--- config.mk ---
export PLATFORM = sky130hd
export DESIGN_NAME = password_door_lock_controller_unit_flat
export DESIGN_NICKNAME = d
export VERILOG_FILES = /design/src/hdl/dlc_pkg.sv /design/src/hdl/dlc_if.sv /design/src/hdl/password_door_lock_controller_unit.sv /design/src/flat_wrapper.sv
export SDC_FILE = /design/constraint.sdc
export NUM_CORES = 1
export LEC_CHECK = 0
export BUFFER_PORTS_ARGS = -buffer_cell sky130_fd_sc_hd__buf_4
export CAP_MARGIN = 20
export CORE_UTILIZATION = 60
export CTS_CLUSTER_SIZE = 30
export DETAILED_ROUTE_END_ITERATION = 8
export GPL_TIMING_DRIVEN = 0
export PLACE_DENSITY = 0.76
export SYNTH_ARGS = -nofsm -noshare
export SYNTH_HDL_FRONTEND = slang
export SYNTH_SLANG_ARGS = --single-unit
export TNS_END_PERCENT = 5
--- constraint.sdc ---
create_clock -name clk -period 7.88 [get_ports clk]
set_input_delay 0.788 -clock clk [delete_from_list [all_inputs] [get_ports clk]]
set_output_delay 0.788 -clock clk [all_outputs]
set_load 0.1 [all_outputs]
--- src/hdl/dlc_pkg.sv ---
// Shared types and constants for the door lock controller.
// No dependencies; compile first.

package dlc_pkg;

    // Password length and the width of the byte position counter
    localparam int PASSWORD_LEN = 5;
    localparam int IDX_W = (PASSWORD_LEN > 1) ? $clog2(PASSWORD_LEN) : 1;

    // Configuration port
    localparam int CFG_INDEX_W = 3;
    localparam int CFG_DATA_W  = 8;

    localparam logic [CFG_INDEX_W-1:0] REG_OPEN_KEY    = 3'd0;
    localparam logic [CFG_INDEX_W-1:0] REG_MAX_TRIES   = 3'd1;
    localparam logic [CFG_INDEX_W-1:0] REG_OPEN_TICK   = 3'd2;
    localparam logic [CFG_INDEX_W-1:0] REG_HOLD_TICK   = 3'd3;
    localparam logic [CFG_INDEX_W-1:0] REG_CLOSE_TICK  = 3'd4;
    localparam logic [CFG_INDEX_W-1:0] REG_DONE_TICK   = 3'd5;
    localparam logic [CFG_INDEX_W-1:0] REG_ALARM_TICKS = 3'd6;

    // Register reset values
    localparam logic [7:0] OPEN_KEY_RST    = 8'd43;   // '+'
    localparam logic [2:0] MAX_TRIES_RST   = 3'd3;
    localparam logic [5:0] OPEN_TICK_RST   = 6'd1;
    localparam logic [5:0] HOLD_TICK_RST   = 6'd15;
    localparam logic [5:0] CLOSE_TICK_RST  = 6'd18;
    localparam logic [5:0] DONE_TICK_RST   = 6'd33;
    localparam logic [5:0] ALARM_TICKS_RST = 6'd60;

    // Reply bytes
    localparam logic [7:0] REPLY_PASS = 8'hFF;
    localparam logic [7:0] REPLY_FAIL = 8'h00;

    // Input kinds
    localparam logic KIND_BYTE = 1'b0;
    localparam logic KIND_TICK = 1'b1;

    // Motor drive codes
    localparam logic [1:0] MOTOR_STOP = 2'd0;
    localparam logic [1:0] MOTOR_CW   = 2'd1;
    localparam logic [1:0] MOTOR_ACW  = 2'd2;

    // Reported mode codes
    localparam logic [1:0] MODE_SETUP  = 2'd0;
    localparam logic [1:0] MODE_VERIFY = 2'd1;
    localparam logic [1:0] MODE_DOOR   = 2'd2;
    localparam logic [1:0] MODE_ALARM  = 2'd3;

    typedef enum logic [2:0] {
        PH_SETUP_FIRST,
        PH_SETUP_REPEAT,
        PH_VER_OPTION,
        PH_VER_PASS,
        PH_SYNC_OK,
        PH_SYNC_ALARM,
        PH_DOOR,
        PH_ALARM
    } phase_t;

endpackage

--- src/hdl/dlc_if.sv ---
// Valid/ready channel interfaces for the door lock controller.
// Depends on nothing; compile after dlc_pkg.

interface dlc_in_if;
    logic       valid;
    logic       ready;
    logic       kind;
    logic [7:0] rx_byte;

    modport source (output valid, output kind, output rx_byte, input ready);
    modport sink   (input valid, input kind, input rx_byte, output ready);
endinterface

interface dlc_out_if;
    logic       valid;
    logic       ready;
    logic       reply_valid;
    logic [7:0] reply_byte;
    logic [1:0] motor_drive;
    logic       buzzer;
    logic [1:0] mode;

    modport source (output valid, output reply_valid, output reply_byte,
                    output motor_drive, output buzzer, output mode, input ready);
    modport sink   (input valid, input reply_valid, input reply_byte,
                    input motor_drive, input buzzer, input mode, output ready);
endinterface

--- src/hdl/password_door_lock_controller_unit.sv ---
// Door lock controller: password setup/verify, door cycle and alarm lockout.
// Depends on dlc_pkg and the channel interfaces in dlc_if.
//
// Usage
//   keypad : one beat per keypad byte (kind 0) or one-second tick (kind 1).
//   result : exactly one beat per keypad beat, carrying the reply byte (if
//            any), motor drive, buzzer level and mode after that item.
//   cfg_*  : plain register write port, one register per cycle, no read-back;
//            write only while no item is in flight.
// Timing
//   The state update and result are registered at the accept edge and the
//   result beat is offered in the next cycle.
//   Throughput is one item per cycle while results are taken; the single result register sets it.
// Reset
//   Registers return to their defaults, the block enters password setup and
//   no result is pending. Password stores hold no defined value until set.
// Back-pressure
//   A result waiting on a stalled receiver is held; keypad.ready drops until
//   it is taken, and a new beat is accepted in the same cycle it leaves.

module password_door_lock_controller_unit (
    input  logic                               clk,
    input  logic                               rst_n,
    dlc_in_if.sink                             keypad,
    dlc_out_if.source                          result,
    input  logic                               cfg_we,
    input  logic [dlc_pkg::CFG_INDEX_W-1:0]    cfg_index,
    input  logic [dlc_pkg::CFG_DATA_W-1:0]     cfg_data
);

    localparam int IDX_W = dlc_pkg::IDX_W;
    localparam int LEN   = dlc_pkg::PASSWORD_LEN;

    // Configuration
    logic [7:0] open_key_reg;
    logic [2:0] max_tries_reg;
    logic [5:0] open_tick_reg;
    logic [5:0] hold_tick_reg;
    logic [5:0] close_tick_reg;
    logic [5:0] done_tick_reg;
    logic [5:0] alarm_ticks_reg;

    // Control state
    dlc_pkg::phase_t phase_reg, phase_next;
    logic [IDX_W-1:0] byte_index_reg, byte_index_next;
    logic             mismatch_reg, mismatch_next;
    logic [2:0]       fail_count_reg, fail_count_next;
    logic [7:0]       option_reg, option_next;
    logic [5:0]       tick_count_reg, tick_count_next;
    logic [1:0]       motor_reg, motor_next;

    // Password stores (no reset)
    logic [7:0] first_entry_reg [LEN];
    logic [7:0] stored_pw_reg   [LEN];
    logic       first_we;
    logic       store_copy;

    // Result register
    logic       out_valid_reg;
    logic       reply_valid_reg, reply_valid_next;
    logic [7:0] reply_byte_reg, reply_byte_next;
    logic [1:0] motor_out_reg;
    logic       buzzer_reg, buzzer_next;
    logic [1:0] mode_reg, mode_next;

    logic             accept;
    logic [IDX_W-1:0] idx;
    logic [IDX_W-1:0] idx_inc;
    logic             idx_last;
    logic [2:0]       fail_inc;
    logic [5:0]       tick_inc;

    assign keypad.ready = !out_valid_reg || result.ready;
    assign accept       = keypad.valid && keypad.ready;

    assign idx      = ({1'b0, byte_index_reg} < (IDX_W+1)'(LEN)) ? byte_index_reg : '0;
    assign idx_inc  = IDX_W'(idx + 1'b1);
    assign idx_last = (idx == IDX_W'(LEN - 1));
    assign fail_inc = fail_count_reg + 3'd1;
    assign tick_inc = tick_count_reg + 6'd1;

    // Configuration writes
    always_ff @(posedge clk or negedge rst_n)
    begin
        if (!rst_n)
        begin
            open_key_reg    <= dlc_pkg::OPEN_KEY_RST;
            max_tries_reg   <= dlc_pkg::MAX_TRIES_RST;
            open_tick_reg   <= dlc_pkg::OPEN_TICK_RST;
            hold_tick_reg   <= dlc_pkg::HOLD_TICK_RST;
            close_tick_reg  <= dlc_pkg::CLOSE_TICK_RST;
            done_tick_reg   <= dlc_pkg::DONE_TICK_RST;
            alarm_ticks_reg <= dlc_pkg::ALARM_TICKS_RST;
        end
        else if (cfg_we)
        begin
            case (cfg_index)
                dlc_pkg::REG_OPEN_KEY:    open_key_reg    <= cfg_data;
                dlc_pkg::REG_MAX_TRIES:   max_tries_reg   <= cfg_data[2:0];
                dlc_pkg::REG_OPEN_TICK:   open_tick_reg   <= cfg_data[5:0];
                dlc_pkg::REG_HOLD_TICK:   hold_tick_reg   <= cfg_data[5:0];
                dlc_pkg::REG_CLOSE_TICK:  close_tick_reg  <= cfg_data[5:0];
                dlc_pkg::REG_DONE_TICK:   done_tick_reg   <= cfg_data[5:0];
                dlc_pkg::REG_ALARM_TICKS: alarm_ticks_reg <= cfg_data[5:0];
                default: ;
            endcase
        end
    end

    // Next state
    always_comb
    begin
        phase_next      = phase_reg;
        byte_index_next = byte_index_reg;
        mismatch_next   = mismatch_reg;
        fail_count_next = fail_count_reg;
        option_next     = option_reg;
        tick_count_next = tick_count_reg;
        motor_next      = motor_reg;
        first_we        = 1'b0;
        store_copy      = 1'b0;

        if (keypad.kind == dlc_pkg::KIND_BYTE)
        begin
            case (phase_reg)
                dlc_pkg::PH_SETUP_FIRST:
                begin
                    first_we = 1'b1;
                    if (idx_last)
                    begin
                        byte_index_next = '0;
                        mismatch_next   = 1'b0;
                        phase_next      = dlc_pkg::PH_SETUP_REPEAT;
                    end
                    else
                    begin
                        byte_index_next = idx_inc;
                    end
                end
                dlc_pkg::PH_SETUP_REPEAT:
                begin
                    if (idx_last)
                    begin
                        byte_index_next = '0;
                        mismatch_next   = 1'b0;
                        if (mismatch_reg || first_entry_reg[idx] != keypad.rx_byte)
                        begin
                            phase_next = dlc_pkg::PH_SETUP_FIRST;
                        end
                        else
                        begin
                            store_copy      = 1'b1;
                            fail_count_next = '0;
                            phase_next      = dlc_pkg::PH_VER_OPTION;
                        end
                    end
                    else
                    begin
                        byte_index_next = idx_inc;
                        if (first_entry_reg[idx] != keypad.rx_byte)
                        begin
                            mismatch_next = 1'b1;
                        end
                    end
                end
                dlc_pkg::PH_VER_OPTION:
                begin
                    option_next     = keypad.rx_byte;
                    byte_index_next = '0;
                    mismatch_next   = 1'b0;
                    phase_next      = dlc_pkg::PH_VER_PASS;
                end
                dlc_pkg::PH_VER_PASS:
                begin
                    if (idx_last)
                    begin
                        byte_index_next = '0;
                        mismatch_next   = 1'b0;
                        if (mismatch_reg || stored_pw_reg[idx] != keypad.rx_byte)
                        begin
                            fail_count_next = fail_inc;
                            // a wrapped count of zero also trips the alarm
                            if (fail_inc >= max_tries_reg || fail_inc == 3'd0)
                            begin
                                phase_next = dlc_pkg::PH_SYNC_ALARM;
                            end
                        end
                        else
                        begin
                            phase_next = dlc_pkg::PH_SYNC_OK;
                        end
                    end
                    else
                    begin
                        byte_index_next = idx_inc;
                        if (stored_pw_reg[idx] != keypad.rx_byte)
                        begin
                            mismatch_next = 1'b1;
                        end
                    end
                end
                dlc_pkg::PH_SYNC_OK:
                begin
                    if (option_reg == open_key_reg)
                    begin
                        phase_next      = dlc_pkg::PH_DOOR;
                        tick_count_next = '0;
                        motor_next      = dlc_pkg::MOTOR_STOP;
                    end
                    else
                    begin
                        phase_next      = dlc_pkg::PH_SETUP_FIRST;
                        byte_index_next = '0;
                        mismatch_next   = 1'b0;
                    end
                end
                dlc_pkg::PH_SYNC_ALARM:
                begin
                    phase_next      = dlc_pkg::PH_ALARM;
                    tick_count_next = '0;
                end
                default: ;  // bytes ignored in timed phases
            endcase
        end
        else
        begin
            case (phase_reg)
                dlc_pkg::PH_DOOR:
                begin
                    tick_count_next = tick_inc;
                    // done wins, then open, hold, close
                    if (tick_inc == done_tick_reg)
                    begin
                        motor_next      = dlc_pkg::MOTOR_STOP;
                        tick_count_next = '0;
                        phase_next      = dlc_pkg::PH_VER_OPTION;
                        fail_count_next = '0;
                        byte_index_next = '0;
                        mismatch_next   = 1'b0;
                    end
                    else if (tick_inc == open_tick_reg)
                    begin
                        motor_next = dlc_pkg::MOTOR_CW;
                    end
                    else if (tick_inc == hold_tick_reg)
                    begin
                        motor_next = dlc_pkg::MOTOR_STOP;
                    end
                    else if (tick_inc == close_tick_reg)
                    begin
                        motor_next = dlc_pkg::MOTOR_ACW;
                    end
                end
                dlc_pkg::PH_ALARM:
                begin
                    tick_count_next = tick_inc;
                    if (tick_inc == alarm_ticks_reg)
                    begin
                        tick_count_next = '0;
                        phase_next      = dlc_pkg::PH_VER_OPTION;
                        fail_count_next = '0;
                        byte_index_next = '0;
                        mismatch_next   = 1'b0;
                    end
                end
                default: ;  // ticks ignored outside timed phases
            endcase
        end
    end

    // Result fields
    always_comb
    begin
        reply_valid_next = 1'b0;
        reply_byte_next  = dlc_pkg::REPLY_FAIL;
        if (keypad.kind == dlc_pkg::KIND_BYTE && idx_last
            && (phase_reg == dlc_pkg::PH_SETUP_REPEAT || phase_reg == dlc_pkg::PH_VER_PASS))
        begin
            reply_valid_next = 1'b1;
            if (phase_next == dlc_pkg::PH_VER_OPTION || phase_next == dlc_pkg::PH_SYNC_OK)
            begin
                reply_byte_next = dlc_pkg::REPLY_PASS;
            end
        end

        buzzer_next = (phase_next == dlc_pkg::PH_ALARM);

        case (phase_next)
            dlc_pkg::PH_SETUP_FIRST,
            dlc_pkg::PH_SETUP_REPEAT: mode_next = dlc_pkg::MODE_SETUP;
            dlc_pkg::PH_DOOR:         mode_next = dlc_pkg::MODE_DOOR;
            dlc_pkg::PH_ALARM:        mode_next = dlc_pkg::MODE_ALARM;
            default:                  mode_next = dlc_pkg::MODE_VERIFY;
        endcase
    end

    // Control state registers
    always_ff @(posedge clk or negedge rst_n)
    begin
        if (!rst_n)
        begin
            phase_reg      <= dlc_pkg::PH_SETUP_FIRST;
            byte_index_reg <= '0;
            mismatch_reg   <= 1'b0;
            fail_count_reg <= '0;
            option_reg     <= '0;
            tick_count_reg <= '0;
            motor_reg      <= dlc_pkg::MOTOR_STOP;
        end
        else if (accept)
        begin
            phase_reg      <= phase_next;
            byte_index_reg <= byte_index_next;
            mismatch_reg   <= mismatch_next;
            fail_count_reg <= fail_count_next;
            option_reg     <= option_next;
            tick_count_reg <= tick_count_next;
            motor_reg      <= motor_next;
        end
    end

    // Password stores
    always_ff @(posedge clk)
    begin
        if (accept && first_we)
        begin
            first_entry_reg[idx] <= keypad.rx_byte;
        end
        if (accept && store_copy)
        begin
            stored_pw_reg <= first_entry_reg;
        end
    end

    // Result register
    always_ff @(posedge clk or negedge rst_n)
    begin
        if (!rst_n)
        begin
            out_valid_reg <= 1'b0;
        end
        else if (accept)
        begin
            out_valid_reg <= 1'b1;
        end
        else if (result.ready)
        begin
            out_valid_reg <= 1'b0;
        end
    end

    always_ff @(posedge clk)
    begin
        if (accept)
        begin
            reply_valid_reg <= reply_valid_next;
            reply_byte_reg  <= reply_byte_next;
            motor_out_reg   <= motor_next;
            buzzer_reg      <= buzzer_next;
            mode_reg        <= mode_next;
        end
    end

    assign result.valid       = out_valid_reg;
    assign result.reply_valid = reply_valid_reg;
    assign result.reply_byte  = reply_byte_reg;
    assign result.motor_drive = motor_out_reg;
    assign result.buzzer      = buzzer_reg;
    assign result.mode        = mode_reg;

    // Checks
    a_buzzer_alarm: assert property (@(posedge clk) disable iff (!rst_n)
        result.valid |-> (result.buzzer == (result.mode == dlc_pkg::MODE_ALARM)))
        else $error("buzzer level disagrees with alarm mode");

    a_reply_mode: assert property (@(posedge clk) disable iff (!rst_n)
        (result.valid && result.reply_valid) |->
            (result.mode == dlc_pkg::MODE_SETUP || result.mode == dlc_pkg::MODE_VERIFY))
        else $error("reply beat outside setup or verify");

    a_motor_door: assert property (@(posedge clk) disable iff (!rst_n)
        (result.valid && result.motor_drive != dlc_pkg::MOTOR_STOP) |->
            (result.mode == dlc_pkg::MODE_DOOR))
        else $error("motor driven outside the door cycle");

    a_no_reply_zero: assert property (@(posedge clk) disable iff (!rst_n)
        (result.valid && !result.reply_valid) |-> (result.reply_byte == dlc_pkg::REPLY_FAIL))
        else $error("reply byte set without a reply");

endmodule
--- src/flat_wrapper.sv ---
// flat-port wrapper written by rule: the top's interface ports become plain ports
module password_door_lock_controller_unit_flat 
  (clk, rst_n, cfg_we, cfg_index, cfg_data, keypad_valid, keypad_kind, keypad_rx_byte, keypad_ready, result_valid, result_reply_valid, result_reply_byte, result_motor_drive, result_buzzer, result_mode, result_ready);
  dlc_in_if keypad_i ();
  dlc_out_if result_i ();
  input  logic clk;
  input  logic rst_n;
  input  logic cfg_we;
  input  logic [dlc_pkg::CFG_INDEX_W-1:0] cfg_index;
  input  logic [dlc_pkg::CFG_DATA_W-1:0] cfg_data;
  input wire logic [$bits(keypad_i.valid)-1:0] keypad_valid;
  input wire logic [$bits(keypad_i.kind)-1:0] keypad_kind;
  input wire logic [$bits(keypad_i.rx_byte)-1:0] keypad_rx_byte;
  output wire logic [$bits(keypad_i.ready)-1:0] keypad_ready;
  output wire logic [$bits(result_i.valid)-1:0] result_valid;
  output wire logic [$bits(result_i.reply_valid)-1:0] result_reply_valid;
  output wire logic [$bits(result_i.reply_byte)-1:0] result_reply_byte;
  output wire logic [$bits(result_i.motor_drive)-1:0] result_motor_drive;
  output wire logic [$bits(result_i.buzzer)-1:0] result_buzzer;
  output wire logic [$bits(result_i.mode)-1:0] result_mode;
  input wire logic [$bits(result_i.ready)-1:0] result_ready;
  assign keypad_i.valid = keypad_valid;
  assign keypad_i.kind = keypad_kind;
  assign keypad_i.rx_byte = keypad_rx_byte;
  assign keypad_ready = keypad_i.ready;
  assign result_valid = result_i.valid;
  assign result_reply_valid = result_i.reply_valid;
  assign result_reply_byte = result_i.reply_byte;
  assign result_motor_drive = result_i.motor_drive;
  assign result_buzzer = result_i.buzzer;
  assign result_mode = result_i.mode;
  assign result_i.ready = result_ready;
  password_door_lock_controller_unit u_core (.clk(clk), .rst_n(rst_n), .keypad(keypad_i), .result(result_i), .cfg_we(cfg_we), .cfg_index(cfg_index), .cfg_data(cfg_data));
endmodule
# Yosys cells after proc, flatten, opt, wreduce, memory -nomap -nowiden

Index checks and enable logic that the tools add are counted.

Register bits after elaboration: 162
Input port bits: 25
Output and inout bits: 16
Logic and storage cells: 185

$add $sub $neg: 3
Magnitude comparators: 4
Equal/unequal tests: 39
Muxes and demuxes: 71
Bitwise gates (word level): 2
Reductions and logical operators: 36

Operator list:

| cell                                          | number |
|---|---|
| 2-to-1 mux 3 bit                              | 20 |
| binary-select mux 8 bit (select 3 bit)        | 2 |
| 2-to-1 mux 8 bit                              | 6 |
| bitwise mux 40 bit                            | 1 |
| == test 3 bit, second input constant          | 11 |
| == test 6 bit                                 | 5 |
| demux 8 bit (select 3 bit)                    | 1 |
| 2-to-1 mux 6 bit                              | 4 |
| one-hot mux 6 bit (2 select lines)            | 2 |
| != test 3 x 2 -> 1 bit, second input constant | 7 |
| 2-to-1 mux 1 bit                              | 18 |
| 2-to-1 mux 2 bit                              | 9 |
| one-hot mux 3 bit (2 select lines)            | 3 |
| one-hot mux 3 bit (6 select lines)            | 1 |
| AND reduction 9 bit                           | 2 |
| != test 8 bit                                 | 2 |
| == test 3 x 2 -> 1 bit, second input constant | 5 |
| AND reduction 2 bit                           | 7 |
| zero test 3 bit                               | 4 |
| == test 3 x 1 -> 1 bit, second input constant | 3 |
| one-hot mux 3 bit (3 select lines)            | 1 |
| == test 8 bit                                 | 1 |
| != test 4 x 2 -> 1 bit, second input constant | 2 |
| adder 3 x 1 -> 3 bit, second input constant   | 2 |
| 24 further kinds                              | 36 |

# Logic depth before layout (Yosys ltp)

Gate-level depths: netlist (run 1).

Depth in word-level cells: 15
Mapped depth: 15
Gate-level depth less buffers: 13

# Least setup slack after synthesis (run 1)

OpenSTA, ideal clock, no wires.

Kind: register -> register
Start: register u_core.out_valid_reg, in the netlist u_core.result.valid
End: register u_core.stored_pw_reg[0] in the netlist's numbering (enable)
Library setup time: 400 ps
Arrival time: 3367 ps
Required time: 7480 ps
Slack: 4113 ps
Cell stages (with the launch flop): 5
Path buffers: 0
Period minus slack after synthesis: 3767 ps
Cells stage by stage: dfrtp_1 > nand2b_1 > nand2_1 > clkinv_1 > and4_1

Longest elaborated chain between the ends: 4

Ends and longest elaborated chain:

| element                | line                                      | source |
|---|---|---|
| start, declared        | password_door_lock_controller_unit.sv:59  | `logic out_valid_reg;` |
| start signal, assigned | password_door_lock_controller_unit.sv:340 | `out_valid_reg <= 1'b0;` |
| start signal, assigned | password_door_lock_controller_unit.sv:344 | `out_valid_reg <= 1'b1;` |
| start signal, assigned | password_door_lock_controller_unit.sv:348 | `out_valid_reg <= 1'b0;` |
| zero test 1 bit        | password_door_lock_controller_unit.sv:73  | `assign keypad.ready = !out_valid_reg \|\| result.ready;` |
| logical OR 1 bit       | password_door_lock_controller_unit.sv:73  |  |
| net keypad_ready       | flat_wrapper.sv:14                        | `output wire logic [$bits(keypad_i.ready)-1:0] keypad_ready;` |
| logical AND 1 bit      | password_door_lock_controller_unit.sv:74  | `assign accept = keypad.valid && keypad.ready;` |
| net u_core.accept      | password_door_lock_controller_unit.sv:66  | `logic accept;` |
| logical AND 1 bit      | password_door_lock_controller_unit.sv:329 | `if (accept && store_copy)` |
| end signal, assigned   | password_door_lock_controller_unit.sv:331 | `stored_pw_reg <= first_entry_reg;` |
| end, declared          | password_door_lock_controller_unit.sv:54  | `logic [7:0] stored_pw_reg [LEN];` |

The timed path passes the listed nets, and every way through them passes these cells.
A chain may end at the register's enable or synchronous reset.

# Worst setup path after layout (run 1)

Start: register u_core.byte_index_reg[0]
End: register u_core.stored_pw_reg[5] in the netlist's numbering (enable)

Longest elaborated chain between the ends: 13
Elaborated cells on any way between the ends: 14
Those cells by class: 1 x order compare; 2 x eq/ne; 8 x mux; 1 x bitwise; 2 x reduce/logical

Ends and longest elaborated chain:

| element                                              | line                                      | source |
|---|---|---|
| start, declared                                      | password_door_lock_controller_unit.sv:45  | `logic [IDX_W-1:0] byte_index_reg, byte_index_next;` |
| start signal, assigned                               | password_door_lock_controller_unit.sv:313 | `byte_index_reg <= byte_index_next;` |
| less-than comparator 3 bit                           | password_door_lock_controller_unit.sv:76  | `assign idx = ({1'b0, byte_index_reg} < (IDX_W+1)'(LEN)) ? byte_index_reg : '0;` |
| 2-to-1 mux 3 bit *                                   | password_door_lock_controller_unit.sv:76  |  |
| inverter 3 -> 4 bit (implied by the code)            | password_door_lock_controller_unit.sv:146 | `if (mismatch_reg \|\| first_entry_reg[idx] != keypad.rx_byte)` |
| binary-select mux 8 bit (select 3 bit)               | password_door_lock_controller_unit.sv:146 |  |
| 2-to-1 mux 8 bit (implied by the code) (2 in series) | password_door_lock_controller_unit.sv:146 |  |
| != test 8 bit                                        | password_door_lock_controller_unit.sv:146 |  |
| logical OR 1 bit                                     | password_door_lock_controller_unit.sv:146 |  |
| 2-to-1 mux 1 bit                                     | password_door_lock_controller_unit.sv:146 |  |
| 2-to-1 mux 1 bit *                                   | password_door_lock_controller_unit.sv:142 | `if (idx_last)` |
| 2-to-1 mux 1 bit *                                   | password_door_lock_controller_unit.sv:125 | `case (phase_reg)` |
| 2-to-1 mux 1 bit *                                   | password_door_lock_controller_unit.sv:123 | `if (keypad.kind == dlc_pkg::KIND_BYTE)` |
| logical AND 1 bit *                                  | password_door_lock_controller_unit.sv:329 |  |

Every way passes the cells marked *; elsewhere a longest branch is shown, timed or not. The select of a mux whose other input is x is not followed.

==> key figures, run 1 <==
Floorplanning
  – Starting Density: 61.6%
  – Die Y-Extent: 116 µm
  – Row cnt: 41
  – Die footprint: 13400 µm²
  – Die Wd: 116 µm
  – IO Pins: 41
  – Core ar.: 12600 µm²

Critical path
  – Critical path arrival: 3810 ps
  – Maximum fanout along the worst path: 40
  – Reg2reg path depth: 11
  – Crit start category: flop
  – Critical Path RT: 7930 ps
  – Critical path class: flop to flop
  – Crit. End Element: flop

GRT
  – First-pass GRT wire length: 27500 µm
  – Gr usage total: 28.4%
  – Largest net degree at the start of global routing: 69
  – Gr ovfl total: 0
  – Initial antenna violation count: 0
  – Vias in the first global route: 5201

Routing
  – DR vias/cell: 6.06
  – DRT Wirelength: 17700 µm
  – Drt wl/cell: 20.5 µm
  – DRC Markers: 0
  – Detailed-route via count: 5217
  – Antenna Nets Post-Route: 0
  – Initial DRC Count: 430
  – First-pass DRT Iterations: 7

Yosys
  – Post-Syn Instances: 615
  – Number of unique standard cell types used by synthesis: 85
  – Synth Flop Type: edfxtp_1
  – Synth area leaders: edfxtp_1, dfrtp_1, dfstp_2, mux2_2, xnor2_1
  – Avg Cell Area, Syn: 12.6 µm²
  – Net Count, Synth: 648
  – Synth area leader: edfxtp_1
  – Register bit total from synthesis: 155
  – Mapped Area: 7770 µm²
  – Post-synth EDFFs: 87
  – Yosys Warn Count: 0
  – FFs w/ async S/R, synth: 43.9%
  – Synth top area share: 33.6%
  – Seq/Total Area, Yosys: 55.8%

STA
  – Final Cycle Share: 47.7%
  – Final hold viol count: 0
  – Post-layout min period: 3760 ps
  – Max Slew Vio Count: 0
  – Relative slew slack: 32.4%
  – Unrepaired setup endpoints after global routing: no
  – Setup TNS: 0 ps
  – Min Hold Slack: 448 ps
  – Clk_skew: 9.82 ps
  – Worst slew pin tran: 1010 ps
  – Final Setup Violations: 0
  – Max Clk Rate: 0.266 GHz

CTS
  – Cell chosen for the clock root: clkbuf_16
  – Hold_buf cts: 0
  – Longest Clk Path Bufs: 2
  – Clock Latency Late Sink: 430 ps
  – CTS tree: yes
  – Clock transition at path regs: 60 ps
  – Cts repair resizes: 0
  – Number of post-CTS setup repair buffers: 0
  – Number of buffers created by CTS: 17
  – H-tree levels: 4
  – Num Clock Sinks: 155

Hold path
  – Hold Path Depth: 0
  – Hold Crit Class: flop to flop

Final layout
  – Most frequent cells in the layout: edfxtp_1, buf_4, dfrtp_1
  – Nets: 709
  – Share of post-route cells with drive strength above 1: 26.4%
  – Most common cell after layout, fill and taps aside: edfxtp_1
  – Area of the multi-input gates: 3160 µm²
  – Diode count: 0
  – Area occupied by registers: 4340 µm²
  – P&R area growth vs syn: 14.1%
  – Fill count: 944

Power and ir drop
  – Leakage: 3.33 nW
  – Max VDD drop: 0.203 mV
  – Power density over cell area: 306 nW/µm²

Placement
  – Final Wtd Congestion: 0.966
  – Detailed Place HPWL: 12300 µm
  – Port Buffers: 37

Run status
  – Status: completed

Job
  – Maxcap violations: 0
## final timing paths
check,slack [ps],start,end
hold / removal,450,u_core.first_entry_reg[21],u_core.stored_pw_reg[21]
setup reg to reg,4120,u_core.byte_index_reg[0],u_core.stored_pw_reg[5]
min in group asynchronous,470,rst_n,u_core.close_tick_reg[2]
setup / recovery,4120,u_core.byte_index_reg[0],u_core.stored_pw_reg[5]
hold reg to reg,450,u_core.first_entry_reg[21],u_core.stored_pw_reg[21]
max in group asynchronous,6830,rst_n,u_core.mismatch_reg
## final cells by class
cell class,count,area share [%]
tap,172,2.43
multi-input combinational,405,35.7
clock buffer,18,4.95
sequential,155,48.9
timing repair buffer,42,3.61
buffer,35,2.31
inverter,20,0.847
clock inverter,14,1.26
## critical path, stage by stage, from the launching register on
cell	delay (ps)
dfrtp_1	390
buf_6	180
buf_8	150
buf_4	210
buf_2	410
mux2i_1	260
nand2_1	70
o221ai_1	90
xor2_1	240
nand4_1	220
nor3_1	220
and4_2	900
## per-layer routing
layer	wire (µm)	GRT usage, %	up-vias
met5	0	0	-
li1	-	-	2414
met4	278	9.74	0
met2	8670	46.6	197
met1	7680	37.6	2581
met3	1050	6.22	25
## synthesized netlist by cell type, drive strengths merged, types with 6 or more instances
master,count
a21oi,15
buf,20
clkbuf,15
dfrtp,49
dfstp,19
edfxtp,87
ha,8
inv,19
mux2,46
mux2i,18
nand2,40
nand2b,7
nand3,11
nand4,7
nand4b,7
nor2,25
nor2b,11
nor3,13
nor3b,11
nor4,6
o21ai,31
o221ai,7
o22a,7
or3,9
xnor2,31
xor2,14
## cells by family after synthesis
group | count (synthesis) | synth area share [%]
AO/OA/AOI/OAI | 113 | 10.8
buffers and inverters | 55 | 3.61
multiplexers | 65 | 9.33
AND/OR/NAND/NOR | 168 | 12.4
flip-flops | 155 | 55.8
XOR/XNOR | 51 | 6.83
adder cells (fa/ha/maj) | 8 | 1.29
## metrics by stage
| step | instances | area [µm²] | power [mW] | util [%] | setup slack [ps] |
|---|---|---|---|---|---|
| after CTS | 861 | 8870 | 2.71 | 70.3 | 4140 |
| after floorplan | 615 | 7770 | 1.73 | - | 4110 |
| after global routing | 861 | 8870 | 2.84 | 70.3 | 3990 |
| after global placement | 824 | 8260 | 1.92 | 65.5 | 3650 |
| after detailed placement | 829 | 8320 | 1.95 | 65.9 | 4160 |
| final | 861 | 8870 | 2.71 | 70.3 | 4120 |
## power breakdown
group | internal, mW | leakage (nW) | switching, mW
clock network | 0.416 | 0.259 | 0.342
logic | 0.373 | 1.47 | 0.522
registers | 0.979 | 1.60 | 0.0822
Note: power is estimated with default switching activity, not from simulation.
==> run 2, diff against run 1 <==
Settings changed: ABC_AREA set to 1.
Clock period 7.88 ns to 3.5 ns, I/O delays scaled along.
==> key figures, run 2 <==
Final layout
  – Share of post-route cells with drive strength above 1: 16.8%
  – Fin util: 71.9%
  – Fin area: 8740 µm²
  – Fill count: 920
  – P&R area growth vs syn: 15.2%
  – Nets: 930
  – Most frequent cells in the layout: nand2_1, edfxtp_1, inv_1
  – Most common cell after layout, fill and taps aside: nand2_1
  – Finished Layout Cells: 1078
  – Diode count: 0

Run status
  – Status: finished with violations
  – Violated checks: negative hold slack

CTS
  – Cell chosen for the clock root: clkbuf_16
  – Clock Latency Late Sink: 440 ps
  – Hold_buf cts: 0
  – CTS tree: yes
  – Num Clock Sinks: 155
  – H-tree levels: 4
  – Number of post-CTS setup repair buffers: 0
  – Number of buffers created by CTS: 17
  – Clock transition at path regs: 60 ps
  – Longest Clk Path Bufs: 2
  – Cts repair resizes: 0

Critical path
  – Critical Path RT: 3650 ps
  – Maximum fanout along the worst path: 17
  – FF-to-FF setup slack: 450 ps
  – Critical path class: flop to flop
  – Crit start category: flop
  – Critical path arrival: 3200 ps
  – Crit. End Element: flop

Floorplanning
  – Die Y-Extent: 114 µm
  – Core ar.: 12200 µm²
  – IO Pins: 41
  – Die footprint: 13100 µm²
  – Row cnt: 40
  – Starting Density: 62.4%
  – Die Wd: 114 µm

STA
  – Setup TNS: 0 ps
  – Relative slew slack: 30.9%
  – Max Slew Vio Count: 0
  – Final hold viol count: 1
  – Final Worst Setup Slack: 450 ps
  – Min Hold Slack: -0.259 ps
  – Final Cycle Share: 87.2%
  – Max Clk Rate: 0.328 GHz
  – Final Setup Violations: 0
  – Unrepaired setup endpoints after global routing: no
  – Post-layout min period: 3050 ps
  – Clk_skew: 9.64 ps
  – Worst slew pin tran: 1030 ps

Hold path
  – Hold Crit Class: input port to async pin

Yosys
  – Avg Cell Area, Syn: 9.11 µm²
  – Mapped Area: 7590 µm²
  – Net Count, Synth: 866
  – FFs w/ async S/R, synth: 43.9%
  – Number of unique standard cell types used by synthesis: 39
  – Top-count cell post-synth: nand2_1
  – Post-Syn Instances: 833
  – Synth top area share: 34.4%
  – Seq/Total Area, Yosys: 57.2%
  – Top cells by count, synth: nand2_1, edfxtp_1, inv_1, nor2_1, o21ai_0
  – Register bit total from synthesis: 155
  – Yosys Warn Count: 0
  – Post-synth EDFFs: 87
  – Synth Flop Type: edfxtp_1
  – Synth area leaders: edfxtp_1, dfrtp_1, nand2_1, dfstp_2, o21ai_0
  – Synth area leader: edfxtp_1

Routing
  – Initial DRC Count: 570
  – Detailed-route via count: 6070
  – DRT Wirelength: 17700 µm
  – DR vias/cell: 5.63
  – DRC Markers: 0
  – Drt wl/cell: 16.4 µm
  – Antenna Nets Post-Route: 0
  – First-pass DRT Iterations: 5

Job
  – Maxcap violations: 0

Power and ir drop
  – Max VDD drop: 0.381 mV
  – Leakage: 3.89 nW
  – Power density over cell area: 714 nW/µm²
  – Overall Power: 6.25 mW

GRT
  – Initial antenna violation count: 0
  – Gr ovfl total: 0
  – Largest net degree at the start of global routing: 69
  – Gr usage total: 29.7%
  – Vias in the first global route: 5682
  – First-pass GRT wire length: 28700 µm

Placement
  – Placed cell area: 8180 µm²
  – Dpl ws: 124 ps
  – Final Wtd Congestion: 0.889
  – Port Buffers: 40
  – Inst Count DP: 1045
  – Detailed Place HPWL: 12300 µm
[run 2: changes by cell type after synthesis, moves of 10 or more]
cell and delta:
nand3_1 +50, nor3b_1 -10, nand4_1 +14, inv_1 +66, nor2b_1 -11, mux2i_1 -17, nand2_1 +197, nor2_1 +49
o21ai_0 +41, mux2_2 -42, a21oi_1 -11, or2_2 +12, xnor2_1 -20
[run 2: worst paths after layout]
kind,cells past startpoint,start,to
worst min-delay path,1,rst_n,u_core.byte_index_reg[2]
worst min register to register,0,u_core.first_entry_reg[21],u_core.stored_pw_reg[21]
max in group asynchronous,1,rst_n,u_core.open_key_reg[2]
min in group clk,2,cfg_data[6],u_core.open_key_reg[6]
worst max register to register,12,u_core.byte_index_reg[0],u_core.stored_pw_reg[31]
worst max-delay path,12,u_core.byte_index_reg[0],u_core.stored_pw_reg[31]
[run 2: final cells by class]
type / count / area (µm²) / share of cell area (%)
clock buffer: 20 / 437 / 4.99
buffer: 28 / 169 / 1.93
multi-input combinational: 565 / 2790 / 31.9
sequential: 155 / 4340 / 49.6
timing repair buffer: 45 / 360 / 4.12
tap: 168 / 210 / 2.40
clock inverter: 12 / 124 / 1.42
inverter: 85 / 319 / 3.65
[run 2: routing by layer]
layer	part of all wire, %	GRT usage, %	vias up
li1	-	-	2858
met1	44	42.5	2903
met2	46	45.4	281
met3	8.2	5.61	28
met4	1.8	11.4	0
met5	0	0	-
[run 2: worst max-delay path: stages, from the launching register on]
cell and delay (ps):
dfrtp_1 420, buf_2 320, buf_2 330, nor3_1 100, nor3_1 260, nand3_1 120
nand2_1 100, nand2_1 50, nor2_1 240, nand2_1 190, nor3_4 260, buf_8 190
buf_16 160
[run 2: report_power, final]
part / switching [mW] / leakage, nW / total, mW / internal (mW)
Combinational: 1.39 / 2.01 / 2.10 / 0.709
Clock: 0.726 / 0.268 / 1.77 / 1.04
Sequential: 0.183 / 1.62 / 2.38 / 2.20
Total: 2.30 / 3.89 / 6.25 / 3.95
[run 2: kinds of logic (layout without fill, tap and decap cells)]
group / Yosys count / after routing / share of synthesized area, %
AOI/OAI and AO/OA: 92 / 92 / 6.40
xor gates and xnor gates: 21 / 21 / 2.77
and+or+nand+nor: 441 / 441 / 25.5
buffers and inverters: 113 / 190 / 6.43
adders and majority gates: 8 / 8 / 1.32
muxes: 3 / 3 / 0.429
DFF: 155 / 155 / 57.2
